### config.mk
export PLATFORM = sky130hd
export DESIGN_NAME = cvf_ram
export DESIGN_NICKNAME = d
export VERILOG_FILES = /design/src/cvf_ram.sv
export SDC_FILE = /design/constraint.sdc
export NUM_CORES = 2
export LEC_CHECK = 0
export BUFFER_PORTS_ARGS = -buffer_cell sky130_fd_sc_hd__buf_2
export CAP_MARGIN = 10
export CORE_ASPECT_RATIO = 1.2
export CORE_MARGIN = 2
export CORE_UTILIZATION = 30
export DETAILED_ROUTE_END_ITERATION = 12
export PLACE_DENSITY = 0.54
export SETUP_SLACK_MARGIN = 0.4
export SLEW_MARGIN = 30
export SYNTH_ARGS = -nofsm -noshare
export SYNTH_HDL_FRONTEND = slang
export SYNTH_SLANG_ARGS = --single-unit
export TNS_END_PERCENT = 1
### constraint.sdc
create_clock -name clk -period 5.8 [get_ports clk]
set_clock_uncertainty 0.15 [all_clocks]
set_input_delay 1.16 -clock clk [delete_from_list [all_inputs] [get_ports clk]]
set_output_delay 1.16 -clock clk [all_outputs]
set_load 0.02 [all_outputs]
### src/cvf_ram.sv
// Generic single-write, single-read RAM with registered read data.
// No dependencies.
`timescale 1ns / 1ps

module cvf_ram #(
    parameter int WIDTH = 8,
    parameter int DEPTH = 256
) (
    input  logic                     clk,
    input  logic                     we,
    input  logic [$clog2(DEPTH)-1:0] waddr,
    input  logic [WIDTH-1:0]         wdata,
    input  logic [$clog2(DEPTH)-1:0] raddr,
    output logic [WIDTH-1:0]         rdata
);

    logic [WIDTH-1:0] mem [DEPTH];
    logic [WIDTH-1:0] rdata_reg;

    always_ff @(posedge clk)
    begin
        if (we)
        begin
            mem[waddr] <= wdata;
        end
        rdata_reg <= mem[raddr];
    end

    assign rdata = rdata_reg;

endmodule

# After elaboration in Yosys (flattened, before gate mapping)

Memories as Yosys holds them, arrays and structs flattened. A register that Yosys moved wholly into a read port is not among the register bits.
Cells that the tools add are included.

Bits in registers: 0
RAM bits: 2048
Input bits: 26
Output and inout port bits: 8
Word-level logic and storage cells: 3
Memories: 1

Memory list:

| memory | words | width | read ports | clocked after Yosys merged registers in | write ports | RTL line | source |
|---|---|---|---|---|---|---|---|
| mem    | 256   | 8     | 1          | 1                                       | 1           | 17       | `logic [WIDTH-1:0] mem [DEPTH];` |

Multiplexer cells: 2

Operator list:

| kind             | count |
|---|---|
| 2-to-1 mux 1 bit | 2 |

# Logic depth before layout (Yosys ltp)

Depth in word-level cells: 2
Gate-level depth with buffers: 11
Mapped depth without buffers: 6

# Least setup slack after synthesis

OpenSTA, ideal clock, no wires.

Path type: in2reg
Start: input raddr[0]
End: register rdata_reg[2] (netlist: rdata[2]), read port of mem
Setup time: 0.131 ns
Arrival time: 2.967 ns
Required time: 5.519 ns
Slack: 2.552 ns
Stages: 9
Buffers on the path: 4
Cells stage by stage: buf_6 > buf_12 > buf_8 > buf_2 > mux4_2 > a22oi_1 > a21oi_1 > nor4_1 > nor4_2

RTL lines:

| what        | RTL line | source |
|---|---|---|
| from (decl) | 13       | `input logic [$clog2(DEPTH)-1:0] raddr,` |
| to (decl)   | 18       | `logic [WIDTH-1:0] rdata_reg;` |

==> reports/summary.txt <==
Final hold vios: 0
GRT Overall Usage: 0.1545
Max-slew violation count: 0
Final WL: 210900 um
Setup bufs post-CTS: 0
H-Tree Level Count: 4
Post-route ant nets: 0
Cts bufs inserted: 195
Setup total negative slack: 0 ps
Hold Path Stages: 1
DR WL/cell: 27.85 um
Post-DR vias/cell: 5.041
Cell Area, Synth: 79560 um^2
Synthesized instance count: 3733
FF-to-FF Start: mem[134][2]$_DFFE_PP_
Clk root buf: clkbuf_16
Most frequent cells in the layout: 2048 x edfxtp_1, 454 x mux4_2, 269 x nor2_1
Largest net degree at the start of global routing: 139
Worst setup EP type: flop
HP Start: wdata[3]
Slew HR: 0.2892
Die outline height: 568.1 um
FF-to-FF End: rdata[2]$_DFF_P_
First-pass GRT wire length: 301100 um
Syn avg cell area: 21.31 um^2
Commonest non-fill, non-tap cell in the layout: edfxtp_1
Clk slew on worst S/H paths: 60 ps
Final Setup Violations: 0
Status: finished clean
Final period util: 0.6664
Synthesized flop and latch total: 2056
WHS Endpoint: mem[253][3]$_DFFE_PP_
Synth async-reset ratio: 0
Maximum VDD drop: 0.2169 mV
Grt ovf: 0
Power per Cell Area: 334.0 nW/um^2
Unique masters post-synth: 55
Syn Nets: 3759
Die X: 474.1 um
P_leak: 27.12 nW
Max Cap Viol: 0
Final Util: 0.3413
Rows: 207
Layout filler cell count: 24580
Die footprint: 269300 um^2
Synth top area cells: edfxtp_1 77%, mux4_2 13%, mux2i_1 1.7%, nor2_1 1.3%, a22oi_1 1.3%
Area leader, netlist: edfxtp_1
Clk sinks: 2056
Vias in the first global route: 39360
Starting Density: 0.3009
Tightest Hold Check Type: in2reg
Setup CP Type: in2reg
Final #Nets: 3895
CTS Buffer Depth: 4
Worst-path fanout max: 36
Area overhead of the layout relative to synthesis: 13.45%
IO Port Bufs: 33
First-pass DRT Iterations: 6
Critical path data arrival time: 4390 ps
Setup crit start kind: primary input
R2R cell count: 6
Placer congestion estimate: 0.8148
CTS-repair resized insts: 0
Worst-Skew Late Latency: 850 ps
Detailed placement HPWL: 130800 um
Sequential area share after synthesis: 0.7750
CTS Hold Bufs: 0
R2R setup slack: 2940 ps
Initial drt markers: 3743
Fmax: 258.7 MHz
Layout cells sized above 1: 0.2298
Final min period: 3865 ps
Least-Margin Pin Slew: 1051 ps
Post-route DRC: 0
CTS tree: yes
YS warnings: 0
Crit path required time: 6330 ps
I/O Pins: 34
Main synth FF type: edfxtp_1
Post-synth EDFFs: 2048
Initial antenna violation count: 16
Via count: 38180
Max FFs per register: 2048
Core area: 264400 um^2
RSZ-0062 raised after global routing: no
Share of Yosys cell area claimed by the top area cell type: 0.7730
==> where the power goes <==
| group | switching [mW] | internal [mW] |
|---|---|---|
| Clock | 5.48 | 6.73 |
| Combinational | 1.01 | 0.513 |
| Sequential | 0.0372 | 16.4 |
==> cells by family after synthesis <==
family | synth area share
buffers and inverters | 0.01831
AOI/OAI and AO/OA | 0.03419
and+or+nand+nor | 0.02628
muxes | 0.1462
DFF | 0.7750
==> layer usage <==
metal | share of wire | up-vias | track usage
met5 | 0.000095 | - | 0
met4 | 0.032 | 4 | 0.04611
met3 | 0.048 | 290 | 0.01989
met2 | 0.52 | 1142 | 0.2710
met1 | 0.40 | 20800 | 0.1989
li1 | - | 15950 | -
==> metrics by stage <==
step | setup slack (ps) | power, mW | instances | hold WS, ps | cell area, um^2
after global placement | 138.7 | 18.26 | 7220 | 941.0 | 84180
after detailed placement | 981.8 | 18.28 | 7223 | 922.1 | 84230
after CTS | 1878 | 30.42 | 7563 | 554.6 | 90140
after floorplan | 2552 | 17.51 | 3733 | 619.9 | 79560
final | 1935 | 30.15 | 7574 | 568.6 | 90250
after global routing | 1816 | 30.97 | 7567 | 552.4 | 90240
==> how the worst max path moves through the flow <==
stage	startpoint	cells past startpoint	to
final	raddr[0]	9	rdata[2]$_DFF_P_
after global routing	raddr[0]	9	rdata[2]$_DFF_P_
after floorplan	raddr[0]	9	rdata[2]$_DFF_P_
after CTS	raddr[0]	9	rdata[2]$_DFF_P_
after global placement	raddr[0]	11	rdata[1]$_DFF_P_
after detailed placement	raddr[0]	9	rdata[2]$_DFF_P_
==> synth_stat cells, types with 4 or more instances <==
library cell and n:
edfxtp_1 2048, mux4_2 454, nor2_1 282, mux2i_1 134, a22oi_1 133, clkbuf_1 111, a21oi_1 96, o221ai_1 46
nand3_1 34, nand2_1 33, buf_2 31, nor2b_1 31, o22ai_1 28, buf_4 27, nor4_1 24, buf_1 22
nor3_1 22, buf_6 21, a211oi_1 16, a221oi_1 13, buf_8 13, nand4_1 10, o211ai_1 10, o21ai_0 10
a22o_1 8, buf_12 8, dfxtp_1 8, nand2b_1 8, and2_1 6, o22a_1 5, o32ai_1 4, or2_2 4
==> worst max-delay path, stage by stage <==
cell and delay, ps:
buf_8 390, buf_12 350, buf_4 230, mux4_2 500, mux4_2 500, nor2_1 200
a2111oi_0 150, nor3_1 720, nor4_2 110
==> layout make-up <==
class	count	area, um^2	share of cell area
Sequential cell	2056	61660	0.6832
Clock buffer	251	5161	0.05719
Timing Repair Buffer	172	1633	0.01809
Antenna cell	9	22.52	0.0002495
Inverter	2	7.507	0.00008318
Clock inverter	89	750.7	0.008318
Multi-Input combinational cell	1442	16570	0.1836
Tap cell	3553	4446	0.04926
(Power assumes the default switching activity.)
