$ cat src/cvf_pkg.sv
// Package for the 3x3 fold filter: sizes, pixel and weight types, control structs.
// Used by the column cell and the top level; depends on nothing.
`timescale 1ns / 1ps

package cvf_pkg;

    localparam int LINE_MAX = 256;
    localparam int LINE_AW  = $clog2(LINE_MAX);

    localparam int PIX_W    = 8;
    localparam int PROD_W   = 17;
    localparam int COLSUM_W = 19;
    localparam int SUM_W    = 21;

    localparam logic [PIX_W-1:0] PIX_MAX  = 8'd255;
    localparam logic [PIX_W-1:0] PIX_ZERO = 8'd0;
    localparam logic [7:0]       SIZE_MIN = 8'd3;

    // Register indexes of the configuration port.
    localparam logic [7:0] CFG_WIDTH  = 8'd0;
    localparam logic [7:0] CFG_HEIGHT = 8'd1;
    localparam logic [7:0] CFG_RING   = 8'd2;
    localparam logic [7:0] CFG_CENTER = 8'd3;

    typedef logic [PIX_W-1:0] pix_t;
    typedef logic signed [PROD_W-1:0] prod_t;
    typedef logic signed [COLSUM_W-1:0] colsum_t;
    typedef logic signed [SUM_W-1:0] sum_t;

    typedef struct packed {
        pix_t top;
        pix_t mid;
        pix_t bot;
    } column_t;

    typedef struct packed {
        logic signed [7:0] top;
        logic signed [7:0] mid;
        logic signed [7:0] bot;
    } weights_t;

    // Load enables for one cell: window shift, product stage, column sum stage.
    typedef struct packed {
        logic shift;
        logic prod;
        logic sum;
    } cell_ctrl_t;

    typedef struct packed {
        logic       border;
        logic [7:0] col;
        logic [7:0] row;
        logic       last;
    } meta_t;

endpackage

$ cat src/cvf_cell.sv
// One window column cell: holds a column of three pixels, passes it to the
// next cell on each shift, and forms the weighted column sum in two stages. Uses cvf_pkg.
`timescale 1ns / 1ps

module cvf_cell
    import cvf_pkg::*;
(
    input  logic       clk,
    input  cell_ctrl_t ctrl,
    input  column_t    col_in,
    input  weights_t   weights,
    output column_t    col_out,
    output colsum_t    col_sum
);

    column_t col_reg;
    prod_t   p_top_reg, p_mid_reg, p_bot_reg;
    prod_t   p_top_next, p_mid_next, p_bot_next;
    colsum_t sum_reg, sum_next;

    // Pixels are unsigned, so they get a zero sign bit before the signed multiply.
    always_comb
    begin
        p_top_next = $signed({1'b0, col_reg.top}) * weights.top;
        p_mid_next = $signed({1'b0, col_reg.mid}) * weights.mid;
        p_bot_next = $signed({1'b0, col_reg.bot}) * weights.bot;
        sum_next   = COLSUM_W'(p_top_reg) + COLSUM_W'(p_mid_reg) + COLSUM_W'(p_bot_reg);
    end

    always_ff @(posedge clk)
    begin
        if (ctrl.shift)
        begin
            col_reg <= col_in;
        end
        if (ctrl.prod)
        begin
            p_top_reg <= p_top_next;
            p_mid_reg <= p_mid_next;
            p_bot_reg <= p_bot_next;
        end
        if (ctrl.sum)
        begin
            sum_reg <= sum_next;
        end
    end

    assign col_out = col_reg;
    assign col_sum = sum_reg;

endmodule

$ cat config.mk
export PLATFORM = sky130hd
export DESIGN_NAME = cvf_cell
export DESIGN_NICKNAME = d
export VERILOG_FILES = /design/src/cvf_pkg.sv /design/src/cvf_cell.sv
export SDC_FILE = /design/constraint.sdc
export NUM_CORES = 1
export LEC_CHECK = 0
export BUFFER_PORTS_ARGS = -buffer_cell sky130_fd_sc_hd__buf_2
export CAP_MARGIN = 20
export CORE_UTILIZATION = 60
export DETAILED_ROUTE_END_ITERATION = 8
export PLACE_DENSITY = 0.78
export RECOVER_POWER = 50
export SLEW_MARGIN = 10
export SYNTH_ARGS = -nofsm -noshare
export SYNTH_HDL_FRONTEND = slang
export SYNTH_SLANG_ARGS = --single-unit
$ cat constraint.sdc
create_clock -name clk -period 7.4 [get_ports clk]
set_input_delay 1.11 -clock clk [delete_from_list [all_inputs] [get_ports clk]]
set_output_delay 1.11 -clock clk [all_outputs]
set_load 0.02 [all_outputs]
# --- Word level (Yosys, flattened, before mapping) ---
# Index checks and enable logic that the tools add are counted.
classes:
  n_addsub: 2
  mul: 3
ops:
  columns: ["op", "count"]
  rows:
  - ["$mul A9 B8 Y17", 3]
  - ["$add A18 B17 Y19", 1]
  - ["$add A17 B17 Y18", 1]
word_totals:
  out_inout_bits: 43
  ff_bits: 94

# --- Longest topological paths before layout ---
logic_depth:
  ltp_word: 2
  depth_mapped: 18

# --- Least setup slack after synthesis ---
# Ideal clock, no wire load.
synth_path:
  kind: "input to register"
  startpoint: "input port weights[7] (netlist name)"
  endpoint: "register p_bot_reg[16], data pin"
  path_slack_ns: 2.589
  arrival_time_ns: 4.636
  path_buffers: 0
  path_stages: 15
  path_cell_list: "inv_1 -> nor2_1 -> fa_1 -> fa_1 -> fa_1 -> inv_1 -> fa_1 -> inv_1 -> ha_1 -> o21a_1 -> o31a_1 -> o21ai_1 -> a31oi_1 -> nor2_1 -> a311oi_1"
synth_between:
  elab_chain_len: 1
synth_rtl:
  columns: ["item", "line", "source"]
  rows:
  - ["start, declared", "cvf_cell.sv:11", "input weights_t weights,"]
  - ["$mul A9 B8 Y17", "cvf_cell.sv:26", "p_bot_next = $signed({1'b0, col_reg.bot}) * weights.bot;"]
  - ["named net p_bot_next[16]", "cvf_cell.sv:18", "prod_t p_top_next, p_mid_next, p_bot_next;"]
  - ["end signal, assigned", "cvf_cell.sv:40", "p_bot_reg <= p_bot_next;"]
  - ["end, declared", "cvf_cell.sv:17", "prod_t p_top_reg, p_mid_reg, p_bot_reg;"]
# The timed path passes the listed nets, and every way through them passes these cells.
# A chain may end at the register's enable or synchronous reset.

# --- Worst setup path in the final report ---
# Same ends and word-level chain as after synthesis.

==> key figures <==
STA
  • Final TNS setup: 0 ps
  • RSZ-0062 raised after global routing: false
  • Worst setup margin: 2490 ps
  • Max-slew headroom: -78.9%
  • Slew @ Worst Pin: 2680 ps
  • Max-slew violations: 77
  • Final period util: 66.3%
  • Clk_skew: 12.9 ps
  • Final hold vios: 0
  • Period minus WS final: 4910 ps
  • Fmax: 0.204 GHz
  • Final Setup Violations: 0

Yosys
  • Unique masters post-synth: 54
  • Top area cells in the synthesized netlist: edfxtp_1, fa_1, ha_1
  • Yosys Warn Count: 0
  • Share of the synthesized area in the top cell type: 26.5%
  • Post-Syn Nets: 1336
  • Post-Syn Instances: 1009
  • Post-synth EDFFs: 94
  • Post-Syn Area: 0.0107 mm²
  • Ys flop type: edfxtp_1
  • Ys async rst share: 0%
  • Post-synthesis sequential area ratio: 26.5%
  • Mean Syn Cell Area: 10.6 µm²
  • Area leader, netlist: edfxtp_1
  • Yosys reg bits: 94

Finish
  • # diodes: 0
  • Fillers: 1357
  • Fin nets: 1441
  • Share of post-route cells with drive strength above 1: 10.6%
  • Largest register FFs: 24
  • Area added between synthesis and finish: 9.92%
  • Commonest cells after routing, fill and taps aside: inv_1, ha_1, fa_1
  • Most common cell after layout, fill and taps aside: inv_1

Floorplan
  • Die height: 135 µm
  • Core Area: 0.0173 mm²
  • Initial Utilization: 61.6%
  • Row count: 48
  • I/O pin cnt: 95
  • Die Width: 135 µm
  • Die Area: 0.0183 mm²

Routing
  • Total iterations of the first detailed-routing run: 5
  • 1st-iter DRT viols: 382
  • Vias per std cell: 5.45
  • Post-route DRC: 0
  • Routed Antenna Nets: 0
  • Routed WL: 20400 µm
  • Via count: 7322
  • Detail-routed net length per standard cell: 15.2 µm

Power and ir drop
  • Comb power frac: 67.3%
  • VDD IR max: 419 µV
  • P_sw: 2.15 mW
  • Sequential share of power: 22.5%
  • Cell Int Power: 2.68 mW
  • Clock power frac: 10.3%
  • Net Sw Frac: 44.5%
  • Pwr/cell area: 413 mW/mm²
  • Leakage power: 5.59 nW

Critical path
  • CP arrival: 5080 ps
  • RR Startpoint: col_out[0]
  • Worst EP required: 7570 ps
  • R2r endpoint: p_bot_reg[16]
  • R2R depth: 15
  • Startpoint types: primary input
  • CP max FO: 6
  • Setup crit end kind: flop
  • Critical Setup Path Class: in -> reg
  • Reg2Reg Setup Slack: 2850 ps

Status
  • Status: finished, violations left
  • Failing checks: max-capacitance violations, max-slew violations

Global route
  • Number of global-route vias before repair: 7572
  • GRT overflow: 0
  • Largest net degree at the start of global routing: 52
  • Global-route wire length before repair: 35000 µm
  • Initial antenna violation count: 0
  • Total GRT Usage: 24.6%

Job
  • Max_cap viols: 2

Clocking
  • Clk sink count: 94
  • CTS Hold Bufs: 0
  • H-Tree Level Count: 3
  • Clock-pin slew on the worst setup and hold paths: 70 ps
  • Postcts setup bufs: 0
  • CTS tree: yes
  • Root Buffer: clkbuf_16
  • Clk buf depth: 2
  • Clk_lat worst skew: 350 ps
  • CTS-repair resized insts: 0
  • CTS Buf Count: 9

Placed design
  • Port bufs: 94
  • Dpl ws: 2160 ps
  • Hpwl dp: 16700 µm
  • GPL Wtd Cong: 0.892

Worst hold path
  • Worst min path class: reg -> reg
  • Hold depth: 2
  • Hold endpoint: col_sum[1]
  • Worst Hold Launch: p_mid_reg[1]
[final cells by class]
| class | count | area, µm² | area share (%) |
|---|---|---|---|
| clock buffer | 9 | 225 | 1.92 |
| clock inverter | 6 | 86.3 | 0.737 |
| inverter | 189 | 709 | 6.06 |
| multi-input combinational | 725 | 7120 | 60.8 |
| sequential | 94 | 2820 | 24.1 |
| tap | 225 | 282 | 2.40 |
| timing repair buffer | 95 | 468 | 3.99 |
[Yosys cell counts, drive strengths merged, types with 2 or more instances]
master / count
a211oi: 5
a21o: 12
a21oi: 35
a31o: 2
a31oi: 3
and2: 123
and3: 2
edfxtp: 94
fa: 129
ha: 146
inv: 189
nand2: 68
nand2b: 11
nand3: 5
nand4: 4
nor2: 44
nor2b: 7
nor3: 14
nor3b: 4
nor4: 4
o2111ai: 2
o211ai: 6
o21a: 7
o21ai: 26
o21bai: 3
o31a: 3
or4: 3
xnor2: 30
xor2: 11
[power by group through the flow]
stage               Combinational [mW]  Clock, mW  Sequential [mW]
floorplan                         2.43          0             1.13
global placement                  3.10          0             1.09
detailed placement                3.20          0             1.10
CTS                               3.24      0.512             1.09
global route                      3.66      0.529             1.11
finish                            3.25      0.497             1.09
[worst max-delay path: stages]
cell	delay, ps
buf_2	140
inv_1	150
nor2_1	90
fa_1	510
fa_1	520
fa_1	550
inv_1	50
fa_1	530
inv_1	40
ha_1	320
o21a_1	140
o31a_1	200
o21ai_1	100
a31oi_1	290
nor2_1	90
a311oi_1	250
[cells by family after synthesis]
group / synth area share [%]
xor gates and xnor gates: 3.37
buffers and inverters: 6.69
and+or+nand+nor: 14.8
muxes: 0.0939
adders and majority gates: 41.4
DFF: 26.5
AOI/OAI and AO/OA: 7.14
[worst max path at each step]
stage | endpoint | start | slack [ps]
3_5_place_dp | p_bot_reg[16] | weights[7] | 2160
6_report | p_bot_reg[16] | weights[7] | 2490
2_1_floorplan | p_bot_reg[16] | weights[7] | 2590
4_1_cts | p_bot_reg[16] | weights[7] | 2520
5_1_grt | p_bot_reg[16] | weights[7] | 2240
3_3_place_gp | p_bot_reg[16] | weights[7] | 2320
[routing by layer]
layer / global-route usage (%) / up-vias / wire [µm] / part of all wire [%]
met5: 0 / - / 0 / 0
met4: 7.99 / 0 / 415 / 2.0
met3: 3.78 / 37 / 762 / 3.7
met2: 40.8 / 163 / 9880 / 48
met1: 33.1 / 3606 / 9360 / 46
li1: - / 3516 / - / -
[stage by stage]
step | cells | total power [mW] | area [µm²] | util (%) | hold WS, ps
3_3_place_gp | 1328 | 4.19 | 11400 | 66.0 | 717
5_1_grt | 1343 | 5.29 | 11700 | 67.7 | 782
3_5_place_dp | 1328 | 4.30 | 11400 | 66.0 | 731
2_1_floorplan | 1009 | 3.57 | 10700 | - | 680
4_1_cts | 1343 | 4.84 | 11700 | 67.8 | 747
6_report | 1343 | 4.83 | 11700 | 67.7 | 746
Note: power is estimated with default switching activity, not from simulation.
